## src/wdtfs_pkg.sv

```systemverilog
// Shared codes, constants and result type for the watchdog timer with feed sequence.
package wdtfs_pkg;

  localparam int unsigned DataWidth = 32;

  // Command codes carried by one input item.
  localparam logic [1:0] CMD_TICK  = 2'd0;
  localparam logic [1:0] CMD_WRITE = 2'd1;
  localparam logic [1:0] CMD_READ  = 2'd2;
  localparam logic [1:0] CMD_NOP   = 2'd3;

  // Register select codes.
  localparam logic [1:0] REG_MODE    = 2'd0;
  localparam logic [1:0] REG_TIMEOUT = 2'd1;
  localparam logic [1:0] REG_FEED    = 2'd2;
  localparam logic [1:0] REG_TIMER   = 2'd3;

  // Bit positions inside the mode register.
  localparam int unsigned MODE_EN_BIT  = 0;
  localparam int unsigned MODE_RST_BIT = 1;
  localparam int unsigned MODE_TOF_BIT = 2;
  localparam int unsigned MODE_INT_BIT = 3;

  // Feed sequence bytes.
  localparam logic [7:0] FEED_FIRST  = 8'hAA;
  localparam logic [7:0] FEED_SECOND = 8'h55;

  // Reset value of the timeout constant and the counter.
  localparam logic [7:0] COUNT_RESET = 8'hFF;

  typedef struct packed {
    logic [DataWidth-1:0] read_value;
    logic                 irq_out;
    logic                 reset_request;
  } wdtfs_res_t;

endpackage

```

## src/watchdog_timer_with_feed_sequence_core.sv

```systemverilog
// Top level of the watchdog timer with feed sequence: handshake and result register.
// The result of an item is registered and valid in the cycle after it is accepted.
// Throughput: one item per cycle, set by the single state update in the control logic.
// The input stalls only while a result is held and the output side stalls.
// Reset (rst_ni, asynchronous, active low) clears all flags, the feed sequence and the
// run state, loads 0xFF into the timeout constant and the counter, and empties the output.
module watchdog_timer_with_feed_sequence_core #(
  parameter int unsigned PRESCALE    = 4,
  parameter int unsigned COUNT_WIDTH = 32
) (
  input  logic                            clk_i,
  input  logic                            rst_ni,
  input  logic                            in_valid_i,
  output logic                            in_stall_o,
  input  logic [1:0]                      cmd_i,
  input  logic [1:0]                      reg_sel_i,
  input  logic [wdtfs_pkg::DataWidth-1:0] write_value_i,
  output logic                            out_valid_o,
  input  logic                            out_stall_i,
  output logic [wdtfs_pkg::DataWidth-1:0] read_value_o,
  output logic                            irq_out_o,
  output logic                            reset_request_o
);
  import wdtfs_pkg::*;

  logic       in_accept;
  logic       out_valid_q;
  wdtfs_res_t res;
  wdtfs_res_t res_q;

  // The result register can take a new item whenever it is empty or its
  // current item leaves in this same cycle, so items flow back to back.
  assign in_stall_o = out_valid_q & out_stall_i;
  assign in_accept  = in_valid_i & ~in_stall_o;

  // All state of the watchdog lives here; its result is computed in the
  // cycle of acceptance and captured below.
  wdtfs_ctrl #(
    .PRESCALE   (PRESCALE),
    .COUNT_WIDTH(COUNT_WIDTH)
  ) u_ctrl (
    .clk_i        (clk_i),
    .rst_ni       (rst_ni),
    .accept_i     (in_accept),
    .cmd_i        (cmd_i),
    .reg_sel_i    (reg_sel_i),
    .write_value_i(write_value_i),
    .res_o        (res)
  );

  always_ff @(posedge clk_i or negedge rst_ni) begin
    if (!rst_ni) begin
      out_valid_q <= 1'b0;
    end else if (!in_stall_o) begin
      out_valid_q <= in_valid_i;
    end
  end

  // Payload holds while a result is stalled.
  always_ff @(posedge clk_i) begin
    if (in_accept) begin
      res_q <= res;
    end
  end

  assign out_valid_o     = out_valid_q;
  assign read_value_o    = res_q.read_value;
  assign irq_out_o       = res_q.irq_out;
  assign reset_request_o = res_q.reset_request;

endmodule

```

## src/wdtfs_ctrl.sv

```systemverilog
// Watchdog state registers and the per-item update and result logic.
module wdtfs_ctrl #(
  parameter int unsigned PRESCALE    = 4,
  parameter int unsigned COUNT_WIDTH = 32
) (
  input  logic                            clk_i,
  input  logic                            rst_ni,
  input  logic                            accept_i,
  input  logic [1:0]                      cmd_i,
  input  logic [1:0]                      reg_sel_i,
  input  logic [wdtfs_pkg::DataWidth-1:0] write_value_i,
  output wdtfs_pkg::wdtfs_res_t           res_o
);
  import wdtfs_pkg::*;

  localparam int unsigned PsWidth = (PRESCALE > 1) ? $clog2(PRESCALE) : 1;
  localparam logic [PsWidth-1:0] PsLast = PsWidth'(PRESCALE - 1);

  logic                   en_q, en_d;
  logic                   rsten_q, rsten_d;
  logic                   tof_q, tof_d;
  logic                   int_q, int_d;
  logic                   armed_q, armed_d;
  logic                   run_q, run_d;
  logic [COUNT_WIDTH-1:0] reload_q, reload_d;
  logic [COUNT_WIDTH-1:0] cnt_q, cnt_d;
  logic [PsWidth-1:0]     ps_q, ps_d;
  logic                   fire;
  logic [7:0]             feed_byte;

  assign feed_byte = write_value_i[7:0];

  always_comb begin
    en_d     = en_q;
    rsten_d  = rsten_q;
    tof_d    = tof_q;
    int_d    = int_q;
    armed_d  = armed_q;
    run_d    = run_q;
    reload_d = reload_q;
    cnt_d    = cnt_q;
    ps_d     = ps_q;
    fire     = 1'b0;
    res_o.read_value = '0;

    unique case (cmd_i)
      CMD_TICK: begin
        if (run_q) begin
          if (ps_q == PsLast) begin
            ps_d = '0;
            if (cnt_q == '0) begin
              fire = 1'b1;
            end else begin
              cnt_d = cnt_q - 1'b1;
            end
          end else begin
            ps_d = ps_q + 1'b1;
          end
        end
      end
      CMD_WRITE: begin
        unique case (reg_sel_i)
          REG_MODE: begin
            en_d    = en_q | write_value_i[MODE_EN_BIT];
            rsten_d = rsten_q | write_value_i[MODE_RST_BIT];
            if (!write_value_i[MODE_TOF_BIT]) begin
              tof_d = 1'b0;
            end
          end
          REG_TIMEOUT: reload_d = write_value_i[COUNT_WIDTH-1:0];
          REG_FEED: begin
            if (!armed_q) begin
              armed_d = (feed_byte == FEED_FIRST);
            end else begin
              armed_d = 1'b0;
              if (feed_byte == FEED_SECOND) begin
                if (en_q) begin
                  cnt_d = reload_q;
                  ps_d  = '0;
                  run_d = 1'b1;
                end
              end else if (run_q) begin
                fire = 1'b1;
              end
            end
          end
          REG_TIMER: ;
          default: ;
        endcase
      end
      CMD_READ: begin
        unique case (reg_sel_i)
          REG_MODE: begin
            res_o.read_value[MODE_EN_BIT]  = en_q;
            res_o.read_value[MODE_RST_BIT] = rsten_q;
            res_o.read_value[MODE_TOF_BIT] = tof_q;
            res_o.read_value[MODE_INT_BIT] = int_q;
          end
          REG_TIMEOUT: res_o.read_value = DataWidth'(reload_q);
          REG_TIMER:   res_o.read_value = DataWidth'(cnt_q);
          REG_FEED:    ;
          default:     ;
        endcase
      end
      CMD_NOP: ;
      default: ;
    endcase

    // A timeout raises both flags and restarts the count from the constant.
    if (fire) begin
      tof_d = 1'b1;
      int_d = 1'b1;
      cnt_d = reload_q;
      ps_d  = '0;
    end

    res_o.irq_out       = int_d;
    res_o.reset_request = fire & rsten_q;
  end

  always_ff @(posedge clk_i or negedge rst_ni) begin
    if (!rst_ni) begin
      en_q     <= 1'b0;
      rsten_q  <= 1'b0;
      tof_q    <= 1'b0;
      int_q    <= 1'b0;
      armed_q  <= 1'b0;
      run_q    <= 1'b0;
      reload_q <= COUNT_WIDTH'(COUNT_RESET);
      cnt_q    <= COUNT_WIDTH'(COUNT_RESET);
      ps_q     <= '0;
    end else if (accept_i) begin
      en_q     <= en_d;
      rsten_q  <= rsten_d;
      tof_q    <= tof_d;
      int_q    <= int_d;
      armed_q  <= armed_d;
      run_q    <= run_d;
      reload_q <= reload_d;
      cnt_q    <= cnt_d;
      ps_q     <= ps_d;
    end
  end

endmodule

```

## config.mk

```make
export PLATFORM = sky130hd
export DESIGN_NAME = watchdog_timer_with_feed_sequence_core
export DESIGN_NICKNAME = d
export VERILOG_FILES = /design/src/wdtfs_pkg.sv /design/src/watchdog_timer_with_feed_sequence_core.sv /design/src/wdtfs_ctrl.sv
export SDC_FILE = /design/constraint.sdc
export NUM_CORES = 1
export LEC_CHECK = 0
export ABC_AREA = 0
export BUFFER_PORTS_ARGS = -buffer_cell sky130_fd_sc_hd__buf_2
export CORE_MARGIN = 2
export CORE_UTILIZATION = 43
export DETAILED_ROUTE_END_ITERATION = 8
export SYNTH_ARGS = -nofsm -noshare
export SYNTH_HDL_FRONTEND = slang
export SYNTH_SLANG_ARGS = --single-unit
```

## constraint.sdc

```tcl
create_clock -name clk_i -period 7.1 [get_ports clk_i]
set_input_delay 1.42 -clock clk_i [delete_from_list [all_inputs] [get_ports clk_i]]
set_output_delay 1.42 -clock clk_i [all_outputs]
set_load 0.02 [all_outputs]
```

-- Yosys cells after proc, flatten, opt, wreduce, memory -nomap -nowiden
Index checks and enable logic that the tools add are counted.
- RAM bits: 0
- memory bits (read-only): 0
- output and inout port bits: 36
- register bits: 107
- memories kept: 0
- latch bits: 0
- shift-type cells: 0
- bitwise operators: 6
- eq/ne operators: 16
- order comparisons: 0
- multiplexer cells: 33
- multipliers: 0
- reduce and logical (&&, ||, !) cells: 13
- add/sub/neg operators: 2
- div/mod/pow operators: 0
- operators with widths (kind ; number):
    32-bit two-way mux ; 8
    32-bit case mux with 2 select lines ; 1
    28-bit case mux with 2 select lines ; 1
    32-bit zero test ; 1
    32-bit by 1-bit subtractor with 32-bit output (second input constant) ; 1
    3-bit by 1-bit inequality test with 1-bit output (second input constant) ; 6
    2-bit two-way mux ; 7
    1-bit two-way mux ; 13
    4-bit case mux with 3 select lines ; 1
    3-bit AND reduction ; 3
    9-bit AND reduction ; 1
    2-bit == test (second input constant) ; 4
    8-bit by 7-bit == test with 1-bit output (second input constant) ; 1
    8-bit == test (second input constant) ; 1
    7-bit AND reduction ; 1
    6-bit AND reduction ; 1
    2-bit by 1-bit == test with 1-bit output (second input constant) ; 2
    2-bit zero test ; 2
    2-bit case mux with 2 select lines ; 1
    4-bit AND reduction ; 1
    2-bit nonzero test ; 2
    1-bit bitwise AND ; 3
    3-bit by 2-bit inequality test with 1-bit output (second input constant) ; 1
    3-bit nonzero test ; 1
    5 further kinds ; 6

-- Logic depth before layout (Yosys ltp)
- depth in word-level cells: 7
- depth in mapped cells: 10
- mapped depth without buffers: 8

-- By module
Synthesis repeated with hierarchy kept, for this count alone.
- cells, all modules: 480
- area total of the unflattened synthesis: 5386.4 µm²
- by module, submodules not included (module ; area each (µm²) ; seq. area each (µm²) ; instances ; cells each):
    wdtfs_ctrl ; 4315.4 ; 1821.7 ; 1 ; 442
    watchdog_timer_with_feed_sequence_core ; 1071.0 ; 1046.0 ; 1 ; 38

-- Least setup slack after synthesis
No wires, ideal clock.
- path type: in2reg
- start point: input port in_valid_i
- end point: register u_ctrl.reload_q[10]
- stages: 5
- path slack: 3.687 ns
- data required time: 6.975 ns
- arrival: 3.288 ns
- cell sequence: a21bo_2 inv_1 nand4b_1 clkbuf_1 mux2_2
- word-level cells in the longest chain between the ends: 2
- RTL lines (item ; line ; RTL):
    start: declaration ; watchdog_timer_with_feed_sequence_core.sv:13 ; input logic in_valid_i,
    1-bit bitwise AND ; watchdog_timer_with_feed_sequence_core.sv:34 ; assign in_accept = in_valid_i & ~in_stall_o;
    net in_accept ; watchdog_timer_with_feed_sequence_core.sv:26 ; logic in_accept;
    3-bit AND reduction (no line) ; n/a ;
    end signal: assignment ; wdtfs_ctrl.sv:129 ; reload_q <= COUNT_WIDTH'(COUNT_RESET);
    end signal: assignment ; wdtfs_ctrl.sv:139 ; reload_q <= reload_d;
    end: declaration ; wdtfs_ctrl.sv:25 ; logic [COUNT_WIDTH-1:0] reload_q, reload_d;
The timed path passes the listed nets, and every way through them passes these cells.
A chain may end at the register's enable or synchronous reset.

-- Final worst setup path
- start point: input port reg_sel_i[1]
- end point: register u_ctrl.cnt_q[26]
- word-level cells in the longest chain between the ends: 5
- RTL lines (item ; line ; RTL):
    start: declaration ; watchdog_timer_with_feed_sequence_core.sv:16 ; input logic [1:0] reg_sel_i,
    2-bit == test * ; wdtfs_ctrl.sv:62 ; unique case (reg_sel_i)
    1-bit two-way mux ; wdtfs_ctrl.sv:62 ;
    1-bit case mux with 2 select lines ; wdtfs_ctrl.sv:46 ; unique case (cmd_i)
    3-bit by 1-bit inequality test with 1-bit output (no line), or another cell as far along ; n/a ;
    9-bit AND reduction (no line) ; n/a ;
    end signal: assignment ; wdtfs_ctrl.sv:130 ; cnt_q <= COUNT_WIDTH'(COUNT_RESET);
    end signal: assignment ; wdtfs_ctrl.sv:140 ; cnt_q <= cnt_d;
    end: declaration ; wdtfs_ctrl.sv:26 ; logic [COUNT_WIDTH-1:0] cnt_q, cnt_d;
Every way passes the cells marked *; elsewhere a longest branch is shown, timed or not.

==> summary.md <==
| Metric | Value |
|---|---|
| Outcome | finished clean |
| H-Tree Depth | 3 |
| # setup viols final | 0 |
| EDFF count, synth | 34 |
| Switching share of power | 0.2981 |
| Slew @ Worst Pin | 1.108 ns |
| TNS Setup | 0 ns |
| Largest net degree at the start of global routing | 74 |
| Final instance area | 6271 sq um |
| Netlist cell types | 63 |
| Crit. path cell count | 8 |
| Top Family by Delay on Critical Path | buffers and inverters |
| Port bufs | 75 |
| Critical path type | in2reg |
| Total global-route track usage | 0.2020 |
| Final WL | 13000 um |
| Clock sinks | 107 |
| Share of power burned in combinational logic | 0.170 |
| Share of layout cells above drive strength 1 | 0.2812 |
| Pwr Density | 263.3 nW/um^2 |
| Critical-path cell list | buf_2, nand3b_1, a211oi_1, o31ai_1, nor2_2, buf_4, o21ai_0, a22oi_1 |
| Mapped Avg Cell Area | 10.96 sq um |
| WP data required | 7.37 ns |
| Core area | 12570 sq um |
| Bufs and invs on worst path | 2 |
| Post-synthesis cell count | 502 |
| Finished Layout Cells | 741 |
| Total power | 1651 uW |
| Total of max-cap violations | 0 |
| Synth warn | 0 |
| First-pass GRT wire length | 21020 um |
| Net count, final | 607 |
| Hold Buf Count CTS | 0 |
| Syn nets | 545 |
| TritonCTS clock tree | done |
| Final Max Tran Viols | 0 |
| Synth area leader | dfrtp_1 |
| Routability cong. | 0.8240 |
| Number of synthesized register bits | 107 |
| Pleak | 0.002641 uW |
| Flop pwr share | 0.539 |
| Cell Rows | 41 |
| Final clock skew | 0.007870 ns |
| Worst-skew pair later-pin latency | 0.36 ns |
| Most numerous cell in the Yosys netlist | dfrtp_1 |
| Die height | 117.1 um |
| CTS resizes | 0 |
| Sequential area share after synthesis | 0.5210 |
| Post-Place Cells | 725 |
| Arrival @ worst endpoint | 4.42 ns |
| Unrepaired setup endpoints after global routing | no |
| Slowest-stage cell, CP | buf_2 |
| Num CTS Buffers | 9 |
| Peak ir drop on the vdd network | 0.0001342 V |
| Ys async rst share | 0.6822 |
| Reg-to-Reg End | u_ctrl.cnt_q[11] |
| Worst min-delay path class | reg2reg |
| WL/cell | 17.54 um |
| Reg-to-Reg Start | u_ctrl.cnt_q[10] |
| Post-Syn Area | 5504 sq um |
| Pint | 1159 uW |
| DP HPWL | 8377 um |
| Initial antenna violation count | 0 |
| Via/cell ratio | 5.638 |
| Root buffer cell | clkbuf_16 |
| Max FO, Critical Path | 42 |
| Primary FF master, synth | dfrtp_1 |
| Startpoint Class | input pin |
| Clock share of power | 0.290 |
| # diodes | 0 |
| Crit path from | reg_sel_i[1] |
| Vias in the first global route | 4017 |
| GR Overflow Total | 0 |
| CTS Buffer Depth | 2 |
| Starting Density | 0.4379 |
| Vias | 4178 |
| Tcrit/Tclk final | 0.5839 |
| Post-placement cell area | 5997 sq um |
| Most frequent cells after synthesis | 57 x dfrtp_1, 55 x nor2_1, 40 x mux2i_1, 34 x edfxtp_1, 32 x mux2_2 |
| Reg2reg setup slack | 3.75 ns |
| Layout area overhead | 13.93% |
| Clock transition at the registers of the reported paths | 0.07 ns |
| Top cell type's share of synthesized area | 0.2591 |
| DRC viols | 0 |
| Final Hold Viols | 0 |
| Termination of the worst setup path | u_ctrl.cnt_q[26] |
| Tmin final | 4.145 ns |
| Drt first pass iters | 5 |
| Switching pwr | 492.2 uW |
| Die extent in x | 117.1 um |
| Relative slew slack | 0.2611 |
| Main area contributors after synthesis | dfrtp_1 26%, edfxtp_1 19%, dfstp_2 7.6% |
| Post-CTS Setup Bufs | 0 |
| Critical path's largest stage delay | 0.82 ns |
| Boundary Pins | 76 |
| CP Capture Type | register |
| Max Clk Rate | 241.2 MHz |
| ANT nets after route | 0 |
| Reg2Reg Depth | 6 |
| DRT iter0 DRCs | 235 |
| Die area | 13720 sq um |
## flip-flops by register name, indices dropped and copies added (netlist names), 2 cells and up
signal,cells
u_ctrl.ps_q,2
u_ctrl.reload_q,32
u_ctrl.cnt_q,32
read_value_o,32
## cells by family after synthesis
| family | count (synthesis) | share of synthesized area |
|---|---|---|
| muxes | 72 | 0.1382 |
| DFF | 107 | 0.5210 |
| and+or+nand+nor | 159 | 0.1557 |
| buffers and inverters | 49 | 0.03864 |
| adders and majority gates | 3 | 0.006820 |
| AOI/OAI and AO/OA | 112 | 0.1396 |
## area by class of cell
cell class / instances / area, sq um
Fill cell: 1147 / 6297
Tap cell: 172 / 215.2
Clock inverter: 2 / 10.01
Inverter: 20 / 75.07
Sequential cell: 107 / 2868
Multi-Input combinational cell: 346 / 2426
Timing Repair Buffer: 80 / 412.9
Clock buffer: 14 / 264.0
## layer usage
layer	global-route usage	vias to the layer above	part of all wire
met1	0.2874	2049	0.48
met3	0.04995	16	0.048
met2	0.3056	110	0.46
met4	0.06510	0	0.015
li1	-	2003	-
met5	0	-	0
## power groups by stage
| stage | Sequential, uW | Clock, uW | Combinational (uW) |
|---|---|---|---|
| global route | 909 | 514 | 316 |
| finish | 891 | 479 | 281 |
| detailed placement | 900 | 0 | 281 |
| floorplan | 869 | 0 | 205 |
| global placement | 897 | 0 | 275 |
| CTS | 889 | 485 | 283 |
## cell usage in the layout (no fill, tap or decap), types with 6 or more instances in the layout
| cell type | netlist | final |
|---|---|---|
| nor2_1 | 55 | 54 |
| mux2_2 | 32 | 32 |
| nand4_1 | 15 | 15 |
| a21oi_1 | 11 | 11 |
| a31oi_1 | 8 | 8 |
| dfrtp_1 | 57 | 57 |
| clkbuf_16 | 0 | 9 |
| mux2i_1 | 40 | 40 |
| inv_1 | 20 | 20 |
| edfxtp_1 | 34 | 34 |
| a21oi_2 | 6 | 6 |
| dfstp_2 | 16 | 16 |
| nor3_1 | 18 | 18 |
| o21ai_0 | 30 | 30 |
| a2bb2oi_1 | 7 | 7 |
| a22oi_1 | 13 | 13 |
| nand3_1 | 9 | 9 |
| buf_2 | 5 | 75 |
| nand2_1 | 18 | 18 |
## metrics by stage
step | hold slack (ns) | util | setup WS (ns)
after global routing | 0.4992 | 0.4990 | 2.706
after CTS | 0.4845 | 0.4990 | 2.983
final | 0.4842 | 0.4990 | 2.955
after global placement | 0.4716 | 0.4772 | 2.777
after detailed placement | 0.4687 | 0.4772 | 2.611
after floorplan | 0.4409 | - | 3.687
## worst min-delay path by stage
stage	start	endpoint	slack [ns]	cells after the start
finish	u_ctrl.en_q	u_ctrl.en_q	0.48	1
global route	u_ctrl.en_q	u_ctrl.en_q	0.50	1
CTS	u_ctrl.en_q	u_ctrl.en_q	0.48	1
detailed placement	u_ctrl.en_q	u_ctrl.en_q	0.47	1
global placement	u_ctrl.en_q	u_ctrl.en_q	0.47	1
floorplan	u_ctrl.rsten_q	u_ctrl.rsten_q	0.44	1
No activity file was read; power rests on OpenSTA's default activity.
